--- src/hw/rtl/grnb_pkg.sv ---
// Package for the glyph row nibble blitter.
// Holds payload structs, the queued row descriptor and shared constants.
// No dependencies.
`timescale 1ns / 1ps

package grnb_pkg;

   localparam int GLYPH_SIZE  = 12;
   localparam int PIX_W       = 2;
   localparam int NIB_W       = 4;
   localparam int BYTE_W      = 8;
   localparam int ROW_BITS    = GLYPH_SIZE * PIX_W;
   localparam int HALF_BYTES  = GLYPH_SIZE / 2;
   localparam int BYTES_MAX   = HALF_BYTES + 1;
   localparam int BYTE_IDX_W  = $clog2(BYTES_MAX);
   localparam int ADDR_W      = 20;
   localparam int X_W         = 10;
   localparam int Y_W         = 9;
   localparam int ROW_W       = 4;
   localparam int LW_W        = 10;
   localparam int COLOR_W     = 2;
   localparam int STEP_W      = 4;
   localparam int MARK_BYTES  = 2;

   localparam logic [LW_W-1:0]    LINE_WIDTH_RESET = 10'd256;
   localparam logic [PIX_W-1:0]   MARK_PIXEL       = 2'b11;
   localparam logic [ADDR_W-1:0]  MARK_RAISE_HIGH  = 20'd4;
   localparam logic [ADDR_W-1:0]  MARK_RAISE_LOW   = 20'd2;

   localparam logic [1:0] CSR_LINE_WIDTH  = 2'd0;
   localparam logic [1:0] CSR_COLOR_CODE  = 2'd1;
   localparam logic [1:0] CSR_MARK_ENABLE = 2'd2;
   localparam logic [1:0] CSR_RUBY_RAISE  = 2'd3;

   localparam logic [1:0] MASK_LOW  = 2'b01;
   localparam logic [1:0] MASK_HIGH = 2'b10;
   localparam logic [1:0] MASK_BOTH = 2'b11;

   typedef struct packed {
      logic [X_W-1:0]      pos_x;
      logic [Y_W-1:0]      pos_y;
      logic [ROW_W-1:0]    row;
      logic [ROW_BITS-1:0] row_pixels;
      logic                blank;
   } req_type;

   typedef struct packed {
      logic [ADDR_W-1:0] byte_addr;
      logic [BYTE_W-1:0] byte_data;
      logic [1:0]        nibble_mask;
      logic              combine_or;
      logic              last;
   } rsp_type;

   typedef struct packed {
      logic                              mark;
      logic                              odd;
      logic                              combine_or;
      logic [COLOR_W-1:0]                color;
      logic [LW_W-1:0]                   line_width;
      logic [ADDR_W-1:0]                 mark_addr;
      logic [ADDR_W-1:0]                 base_addr;
      logic [BYTES_MAX-1:0][BYTE_W-1:0]  bytes;
   } desc_type;

endpackage

--- src/hw/rtl/grnb_front.sv ---
// Front end: configuration registers, row accept and descriptor build.
// Computes row and marker addresses and the byte images. Uses grnb_pkg.
`timescale 1ns / 1ps

module grnb_front
   import grnb_pkg::*;
(
   input  logic              clock,
   input  logic              reset,
   input  logic              csr_wr_en,
   input  logic [1:0]        csr_index,
   input  logic [LW_W-1:0]   csr_wdata,
   input  logic              req_valid,
   input  req_type           req_data,
   input  logic              queue_full,
   output logic              req_stall,
   output logic              push,
   output desc_type          push_desc
);

   logic [LW_W-1:0]    line_width_ff;
   logic [COLOR_W-1:0] color_code_ff;
   logic               mark_enable_ff;
   logic               ruby_raise_ff;

   always_ff @(posedge clock) begin
      if (reset) begin
         line_width_ff  <= LINE_WIDTH_RESET;
         color_code_ff  <= '0;
         mark_enable_ff <= 1'b0;
         ruby_raise_ff  <= 1'b0;
      end else if (csr_wr_en) begin
         unique case (csr_index)
            CSR_LINE_WIDTH:  line_width_ff  <= csr_wdata;
            CSR_COLOR_CODE:  color_code_ff  <= csr_wdata[COLOR_W-1:0];
            CSR_MARK_ENABLE: mark_enable_ff <= csr_wdata[0];
            CSR_RUBY_RAISE:  ruby_raise_ff  <= csr_wdata[0];
            default: ;
         endcase
      end
   end

   assign req_stall = queue_full;
   assign push      = req_valid && !queue_full;

   logic [ROW_BITS-1:0]              bits;
   logic [GLYPH_SIZE-1:0][NIB_W-1:0] nib;
   logic [LW_W-1:0]                  row_line;
   logic [ADDR_W-1:0]                row_prod;
   logic [X_W:0]                     col_sum;
   logic [ADDR_W-1:0]                mark_line;
   logic [ADDR_W-1:0]                mark_prod;

   always_comb begin
      bits = req_data.blank ? '0 : req_data.row_pixels;
      for (int j = 0; j < GLYPH_SIZE; j++) begin
         nib[j] = {color_code_ff, bits[ROW_BITS-1-PIX_W*j -: PIX_W]};
      end

      row_line  = LW_W'(req_data.pos_y) + LW_W'(1) + LW_W'(req_data.row);
      row_prod  = ADDR_W'(row_line) * ADDR_W'(line_width_ff);
      col_sum   = (X_W+1)'(req_data.pos_x) + (X_W+1)'(5);
      mark_line = ADDR_W'(req_data.pos_y)
                  - (ruby_raise_ff ? MARK_RAISE_HIGH : MARK_RAISE_LOW);
      mark_prod = mark_line * ADDR_W'(line_width_ff);

      push_desc            = '0;
      push_desc.mark       = (req_data.row == '0) && mark_enable_ff;
      push_desc.odd        = req_data.pos_x[0];
      push_desc.combine_or = req_data.pos_x[0] && !req_data.blank;
      push_desc.color      = color_code_ff;
      push_desc.line_width = line_width_ff;
      push_desc.mark_addr  = ADDR_W'(col_sum[X_W:1]) + mark_prod;
      push_desc.base_addr  = ADDR_W'(req_data.pos_x[X_W-1:1]) + row_prod;

      if (req_data.pos_x[0]) begin
         push_desc.bytes[0] = {nib[0], NIB_W'(0)};
         for (int k = 1; k < HALF_BYTES; k++) begin
            push_desc.bytes[k] = {nib[2*k], nib[2*k-1]};
         end
         push_desc.bytes[HALF_BYTES] = {NIB_W'(0), nib[GLYPH_SIZE-1]};
      end else begin
         for (int k = 0; k < HALF_BYTES; k++) begin
            push_desc.bytes[k] = {nib[2*k+1], nib[2*k]};
         end
      end
   end

endmodule

--- src/hw/rtl/grnb_queue.sv ---
// Short descriptor queue between front and back.
// Register-based FIFO with head read-out. Uses grnb_pkg.
`timescale 1ns / 1ps

module grnb_queue
   import grnb_pkg::*;
#(
   parameter int DEPTH = 2
) (
   input  logic     clock,
   input  logic     reset,
   input  logic     push,
   input  desc_type push_desc,
   input  logic     pop,
   output logic     full,
   output logic     head_valid,
   output desc_type head_desc
);

   localparam int PTR_W = $clog2(DEPTH);
   localparam int CNT_W = $clog2(DEPTH + 1);

   desc_type           mem [DEPTH];
   logic [PTR_W-1:0]   wr_ptr_ff;
   logic [PTR_W-1:0]   rd_ptr_ff;
   logic [CNT_W-1:0]   count_ff;

   assign full       = (count_ff == CNT_W'(DEPTH));
   assign head_valid = (count_ff != '0);
   assign head_desc  = mem[rd_ptr_ff];

   always_ff @(posedge clock) begin
      if (push) begin
         mem[wr_ptr_ff] <= push_desc;
      end
   end

   always_ff @(posedge clock) begin
      if (reset) begin
         wr_ptr_ff <= '0;
         rd_ptr_ff <= '0;
         count_ff  <= '0;
      end else begin
         if (push) begin
            wr_ptr_ff <= (wr_ptr_ff == PTR_W'(DEPTH - 1)) ? '0 : wr_ptr_ff + 1'b1;
         end
         if (pop) begin
            rd_ptr_ff <= (rd_ptr_ff == PTR_W'(DEPTH - 1)) ? '0 : rd_ptr_ff + 1'b1;
         end
         priority if (push && !pop) begin
            count_ff <= count_ff + 1'b1;
         end else if (pop && !push) begin
            count_ff <= count_ff - 1'b1;
         end
      end
   end

endmodule

--- src/hw/rtl/grnb_back.sv ---
// Back end: walks the head descriptor and emits one byte write per cycle while the output is not stalled.
// Marker writes first, then the row bytes, into an output register. Uses grnb_pkg.
`timescale 1ns / 1ps

module grnb_back
   import grnb_pkg::*;
(
   input  logic     clock,
   input  logic     reset,
   input  logic     head_valid,
   input  desc_type head_desc,
   output logic     pop,
   output logic     rsp_valid,
   input  logic     rsp_stall,
   output rsp_type  rsp_data
);

   logic [STEP_W-1:0]     step_ff;
   logic                  rsp_valid_ff;
   rsp_type               rsp_data_ff;

   logic [STEP_W-1:0]     mark_cnt;
   logic [STEP_W-1:0]     total;
   logic [STEP_W-1:0]     k_full;
   logic [BYTE_IDX_W-1:0] k;
   logic                  in_mark;
   logic                  advance;
   rsp_type               next_rsp;

   always_comb begin
      mark_cnt = head_desc.mark ? STEP_W'(MARK_BYTES) : '0;
      total    = mark_cnt + (head_desc.odd ? STEP_W'(BYTES_MAX) : STEP_W'(HALF_BYTES));
      in_mark  = head_desc.mark && (step_ff < STEP_W'(MARK_BYTES));
      k_full   = step_ff - mark_cnt;
      k        = k_full[BYTE_IDX_W-1:0];
      advance  = head_valid && (!rsp_valid_ff || !rsp_stall);

      next_rsp      = '0;
      next_rsp.last = (step_ff == total - 1'b1);
      if (in_mark) begin
         next_rsp.byte_addr   = step_ff[0] ? head_desc.mark_addr
                                : head_desc.mark_addr - ADDR_W'(head_desc.line_width);
         next_rsp.byte_data   = {head_desc.color, MARK_PIXEL, head_desc.color, MARK_PIXEL};
         next_rsp.nibble_mask = MASK_BOTH;
         next_rsp.combine_or  = 1'b1;
      end else begin
         next_rsp.byte_addr  = head_desc.base_addr + ADDR_W'(k);
         next_rsp.byte_data  = head_desc.bytes[k];
         next_rsp.combine_or = head_desc.combine_or;
         priority if (!head_desc.odd) begin
            next_rsp.nibble_mask = MASK_BOTH;
         end else if (k == '0) begin
            next_rsp.nibble_mask = MASK_HIGH;
         end else if (k == BYTE_IDX_W'(HALF_BYTES)) begin
            next_rsp.nibble_mask = MASK_LOW;
         end else begin
            next_rsp.nibble_mask = MASK_BOTH;
         end
      end
   end

   assign pop       = advance && next_rsp.last;
   assign rsp_valid = rsp_valid_ff;
   assign rsp_data  = rsp_data_ff;

   always_ff @(posedge clock) begin
      if (reset) begin
         step_ff      <= '0;
         rsp_valid_ff <= 1'b0;
      end else begin
         priority if (advance) begin
            rsp_valid_ff <= 1'b1;
            step_ff      <= next_rsp.last ? '0 : step_ff + 1'b1;
         end else if (!rsp_stall) begin
            rsp_valid_ff <= 1'b0;
         end
      end
   end

   always_ff @(posedge clock) begin
      if (advance) begin
         rsp_data_ff <= next_rsp;
      end
   end

endmodule

--- src/hw/rtl/glyph_row_nibble_blit.sv ---
// Glyph row blitter for a 4-bit-per-pixel framebuffer, one byte write per cycle while the output is not stalled.
// The first write of a row passes through the queue and then the output register.
// Each row gives 6 or 7 row bytes, plus 2 marker bytes on row 0 with marks on;
// further rows wait in the queue while the back end writes the current one.
// Reset: synchronous, active high; clears queue, sequencer and output valid,
// and loads register defaults.
`timescale 1ns / 1ps

module glyph_row_nibble_blit
   import grnb_pkg::*;
#(
   parameter int QUEUE_DEPTH = 2
) (
   input  logic            clock,
   input  logic            reset,
   input  logic            csr_wr_en,
   input  logic [1:0]      csr_index,
   input  logic [LW_W-1:0] csr_wdata,
   input  logic            req_valid,
   output logic            req_stall,
   input  req_type         req_data,
   output logic            rsp_valid,
   input  logic            rsp_stall,
   output rsp_type         rsp_data
);

   logic     queue_full;
   logic     push;
   desc_type push_desc;
   logic     pop;
   logic     head_valid;
   desc_type head_desc;

   grnb_front u_front (
      .clock      (clock),
      .reset      (reset),
      .csr_wr_en  (csr_wr_en),
      .csr_index  (csr_index),
      .csr_wdata  (csr_wdata),
      .req_valid  (req_valid),
      .req_data   (req_data),
      .queue_full (queue_full),
      .req_stall  (req_stall),
      .push       (push),
      .push_desc  (push_desc)
   );

   grnb_queue #(
      .DEPTH (QUEUE_DEPTH)
   ) u_queue (
      .clock      (clock),
      .reset      (reset),
      .push       (push),
      .push_desc  (push_desc),
      .pop        (pop),
      .full       (queue_full),
      .head_valid (head_valid),
      .head_desc  (head_desc)
   );

   grnb_back u_back (
      .clock      (clock),
      .reset      (reset),
      .head_valid (head_valid),
      .head_desc  (head_desc),
      .pop        (pop),
      .rsp_valid  (rsp_valid),
      .rsp_stall  (rsp_stall),
      .rsp_data   (rsp_data)
   );

endmodule

--- config.mk ---
export PLATFORM = sky130hd
export DESIGN_NAME = glyph_row_nibble_blit
export DESIGN_NICKNAME = d
export VERILOG_FILES = /design/src/hw/rtl/grnb_pkg.sv /design/src/hw/rtl/grnb_front.sv /design/src/hw/rtl/grnb_queue.sv /design/src/hw/rtl/grnb_back.sv /design/src/hw/rtl/glyph_row_nibble_blit.sv
export SDC_FILE = /design/constraint.sdc
export NUM_CORES = 1
export LEC_CHECK = 0
export ABC_AREA = 1
export BUFFER_PORTS_ARGS = -buffer_cell sky130_fd_sc_hd__buf_2
export CORE_MARGIN = 2
export CORE_UTILIZATION = 35
export CTS_CLUSTER_DIAMETER = 40
export CTS_CLUSTER_SIZE = 28
export DETAILED_ROUTE_END_ITERATION = 8
export SYNTH_ARGS = -nofsm -noshare
export SYNTH_HDL_FRONTEND = slang
export SYNTH_SLANG_ARGS = --single-unit
export TNS_END_PERCENT = 100
--- constraint.sdc ---
create_clock -name clock -period 7.3 [get_ports clock]
set_input_delay 1.095 -clock clock [delete_from_list [all_inputs] [get_ports clock]]
set_output_delay 1.095 -clock clock [all_outputs]
set_load 0.005 [all_outputs]
Yosys cells after proc, flatten, opt, wreduce, memory -nomap -nowiden
Memory sizes are Yosys's and may differ from the RTL's. A register that Yosys moved wholly into a read port is not among the register bits. Index checks and enable logic that the tools add are counted.

$mul: 2. Order comparisons: 2. Equal/unequal tests: 7. Bitwise logic cells: 1. $add $sub $neg: 16. Muxes and demuxes: 24. Reduce and logical (&&, ||, !) cells: 26.

Operators by type and width (count): 46-bit 2-to-1 mux (1); 31-bit 2-to-1 mux (1); 8-bit binary-select mux with 3-bit select (1); 24-bit 2-to-1 mux (1); 10-bit by 20-bit adder with 20-bit output (1); 20-bit by 3-bit adder with 20-bit output (1); 9-bit by 20-bit adder with 20-bit output (1); 10-bit by 10-bit multiplier with 20-bit output (1); 20-bit by 10-bit multiplier with 20-bit output (1); 20-bit 2-to-1 mux (1); 20-bit by 10-bit subtractor with 20-bit output (1); 9-bit by 20-bit subtractor with 20-bit output (1); 2-bit 2-to-1 mux (6); 10-bit by 3-bit adder with 11-bit output (second input constant) (1); 10-bit by 4-bit adder with 10-bit output (1); 9-bit by 1-bit adder with 10-bit output (second input constant) (1); 1-bit 2-to-1 mux (9); 1-bit logical AND (8); 4-bit 2-to-1 mux (2); 8-bit 2-to-1 mux (1); 2-bit AND reduction (4); 2-bit equality test (second input constant) (3); 1-bit logical NOT (6); 4-bit by 1-bit adder with 4-bit output (second input constant) (1); other kinds (21) (23).

Register bits: 55. RAM bits: 214. Word-level logic and storage cells: 95. Input port bits: 65. Memories kept: 1.

Memories: u_queue.mem (depth 2, bits a word 107, rd ports 1, clocked after memory_dff 1, write ports 1, RTL line grnb_queue.sv:23) `desc_type mem [DEPTH];`.

Depth between registers and ports, before layout
Depth in word-level cells: 8. Depth in mapped cells: 33. Depth with buffers taken out: 33.

Cells and area by module
A second synthesis with hierarchy kept.

Cells, all modules: 2218. Area total of the unflattened synthesis: 21154.0 um^2.

Modules (own cells, without submodules): grnb_front (seq. area each 280.3 um^2, area an instance 9514.1 um^2, instances 1, cells an instance 1339); grnb_queue (seq. area each 6766.5 um^2, area an instance 8265.4 um^2, instances 1, cells an instance 378); grnb_back (seq. area each 1061.0 um^2, area an instance 3374.5 um^2, instances 1, cells an instance 501).

Worst setup path before layout
Ideal clock, no wire load.

Path type: input to register. From: input port req_data[29] (netlist bit). To: memory u_queue.mem[0][69] (netlist bit) (data pin). Data arrival time: 6.518 ns. Slack: 0.518 ns. Stages: 29. Path through: clkbuf_1 -> inv_1 -> ha_1 -> inv_1 -> fa_1 -> a21oi_1 -> o21ai_1 -> nand4_1 -> nor2_1 -> xor2_1 -> inv_1 -> nand2_1 -> fa_1 -> inv_1 -> fa_1 -> fa_1 -> fa_1 -> inv_1 -> fa_1 -> inv_1 -> ha_1 -> nand2_1 -> nor2_1 -> nand3_1 -> nand4_1 -> nand2_1 -> nor2_1 -> nor2_1 -> xor2_1.

RTL lines: from (decl) (RTL line glyph_row_nibble_blit.sv:21) `input req_type req_data,`; to (decl) (RTL line grnb_queue.sv:23).

==> out/qor.csv <==
metric;value;unit
drc;0;
antenna_found_initial;5;
fp.dieW;237.3;µm
rows;85;
yosysWarnings;0;
ys_types;53;
drt_iter0_drc;978;
dieArea;56330;µm²
wirelength;49300;µm
syn-instance-count;2103;
synth_area_per_cell;9.061;µm²
dieHeight;237.3;µm
tightest_slew;1.043;ns
clk_pin_slew;0.06;ns
ant_nets;0;
finalCriticalPeriod;6.558;ns
clock_path_buffers;3;
hold_viol;0;
drive_gt1_share;10.21;%
core;53810;µm²
cp-end-kind;flop;
reg2reg_depth;25;
hold-path-cell-count;2;
outcome;completed;
cts_tree;yes;
grtUsageTotal;17.87;%
io_pins;99;
avgRoutedWirePerCell;16.83;µm
finalCritPeriodShare;89.83;%
drv_slew;0;
cp-start-kind;input pin;
vias_per_cell;4.926;
htreeDepth;2;
max_freq;152.5;MHz
fin_util;40.03;%
hp-class;reg -> reg;
skew;0.04070;ns
clk_latency;0.56;ns
tns;0;ns
grt_pass1_vias;14730;
dr.pass1.iters;7;
cp_max_fo;6;
final_cell_mix;inv_1, nand2_1, nor2_1;
initial_core_util;35.41;%
nFillCells;5364;
crit_arrival;6.92;ns
ys_ff_latch;226;
numCtsBuffers;34;
grt_max_degree;65;
overflow;0;
post_cts_resized;0;
whs;0.4572;ns
maxCapViolCount;0;
async_flop_share;0;%
cts_setup_buffers;0;
port_buffers;98;
path_class;in -> reg;
layout_commonest_cell;inv_1;
setup_violations;0;
grt_setup_unrepaired;false;
relSlewSlack;30.40;%
ir_drop;0.0001403;V
synthFlopType;edfxtp_1;
gp_congestion;0.9155;
synth_edf_count;202;
synth_nets;2485;
ys_seq_area_share;34.35;%
power_density;247.5;nW/µm²
fin_nets;2589;
dpl.hpwl;38460;µm
clock_sinks;226;
area_growth;13.04;%
cp.required;7.66;ns
vias;14430;
root_buffer;clkbuf_16;
cts_hold_buf;0;
leakage;9.971;nW
synth_area;19060;µm²
grt_pass1_wl;78750;µm
## stage by stage
| step | cell area (µm²) | setup WS, ns | power (mW) | instances |
|---|---|---|---|---|
| global route | 21540 | 0.3166 | 5.712 | 2930 |
| finish | 21540 | 0.7423 | 5.332 | 2930 |
| floorplan | 19060 | 0.5185 | 3.140 | 2103 |
| CTS | 21540 | 0.7958 | 5.381 | 2929 |
| global placement | 20380 | 0.3026 | 3.664 | 2867 |
| detailed placement | 20380 | 0.2149 | 3.698 | 2867 |
## worst max-delay path: stages
cell	delay, ns
buf_2	0.13
inv_1	0.07
ha_1	0.15
inv_1	0.07
fa_1	0.41
a21oi_1	0.15
o21ai_1	0.12
xor2_1	0.40
inv_1	0.26
nor2_1	0.16
fa_1	0.47
fa_1	0.57
fa_1	0.43
fa_1	0.50
inv_1	0.05
fa_1	0.47
inv_1	0.04
ha_1	0.35
nand2_1	0.07
nor2_1	0.14
nand3_1	0.09
nand3_1	0.14
nand3_1	0.08
nand2_1	0.10
nand3_1	0.07
nand2_1	0.08
xor2_1	0.22
## state kept, by name (all words and copies together) (netlist names), named ones only
| name | cells |
|---|---|
| u_queue.mem | 170 |
| u_back.rsp_data | 32 |
| u_front.line_width_ff | 10 |
| u_back.step_ff | 4 |
| u_front.color_code_ff | 2 |
| u_queue.count_ff | 2 |
| u_back.rsp_valid | 1 |
| u_front.mark_enable_ff | 1 |
| u_front.ruby_raise_ff | 1 |
| u_queue.rd_ptr_ff | 1 |
| u_queue.wr_ptr_ff | 1 |
## logic make-up (layout without fill, tap and decap cells)
kind of cell | Yosys count | in the layout | synth area share [%]
XOR/XNOR | 67 | 67 | 3.079
AO/OA/AOI/OAI | 264 | 264 | 7.794
AND/OR/NAND/NOR | 745 | 745 | 16.34
other | 0 | 1 | 0
multiplexers | 14 | 14 | 0.7354
buffers and inverters | 470 | 600 | 9.560
flip-flops | 226 | 226 | 34.35
adder cells (fa/ha/maj) | 317 | 317 | 28.14
## synth_stat cells (3+ instances only)
| library cell | count | area, µm² |
|---|---|---|
| a21boi_0 | 3 | 22.52 |
| a21o_1 | 7 | 52.55 |
| a21oi_1 | 77 | 385.4 |
| buf_2 | 13 | 65.06 |
| buf_4 | 3 | 22.52 |
| buf_6 | 4 | 45.04 |
| clkbuf_1 | 38 | 142.6 |
| clkinv_1 | 4 | 15.01 |
| dfxtp_1 | 24 | 480.5 |
| edfxtp_1 | 202 | 6066 |
| fa_1 | 186 | 3724 |
| ha_1 | 131 | 1639 |
| inv_1 | 402 | 1509 |
| inv_2 | 4 | 15.01 |
| mux2i_1 | 14 | 140.1 |
| nand2_1 | 377 | 1415 |
| nand2_2 | 3 | 18.77 |
| nand3_1 | 69 | 345.3 |
| nand3b_1 | 3 | 22.52 |
| nand4_1 | 12 | 75.07 |
| nor2_1 | 217 | 814.5 |
| nor2_4 | 6 | 67.56 |
| nor3_1 | 21 | 105.1 |
| nor4_1 | 3 | 18.77 |
| o211ai_1 | 4 | 30.03 |
| o21ai_0 | 101 | 505.5 |
| o21ai_1 | 11 | 55.05 |
| o21bai_1 | 5 | 37.54 |
| o221ai_1 | 4 | 35.03 |
| o22ai_1 | 36 | 225.2 |
| or2_1 | 3 | 18.77 |
| or2_2 | 22 | 137.6 |
| xnor2_1 | 16 | 140.1 |
| xor2_1 | 51 | 446.7 |
## power breakdown
| part | switching (mW) | internal, mW | total [mW] |
|---|---|---|---|
| logic | 1.24 | 0.657 | 1.89 |
| clock network | 0.634 | 1.02 | 1.65 |
| registers | 0.0602 | 1.73 | 1.79 |
## worst paths after layout
kind | endpoint | start | slack [ns]
setup / recovery | u_queue.mem[1][70]$_DFFE_PP_ | req_data[29] | 0.74
hold reg to reg | u_front.mark_enable_ff$_SDFFE_PP0P_ | u_front.mark_enable_ff$_SDFFE_PP0P_ | 0.46
hold / removal | u_front.mark_enable_ff$_SDFFE_PP0P_ | u_front.mark_enable_ff$_SDFFE_PP0P_ | 0.46
setup reg to reg | u_queue.mem[1][86]$_DFFE_PP_ | u_front.ruby_raise_ff$_SDFFE_PP0P_ | 1.03
## layer usage
layer,GRT usage (%),wire (µm),vias up
met3,3.763,3523,90
met4,5.146,1269,4
met2,29.50,22540,455
met1,23.73,21940,6944
li1,-,-,6939
met5,0,24,-
## area by class of cell
cell class	instances	area, µm²	share of cell area, %
Antenna cell	1	2.502	0.01162
Clock buffer	44	919.6	4.269
Clock inverter	18	242.7	1.127
Inverter	410	1539	7.145
Multi-Input combinational cell	1407	10700	49.69
Sequential cell	226	6548	30.40
Tap cell	696	870.8	4.043
Timing Repair Buffer	128	715.7	3.322
(Power assumes the default switching activity.)
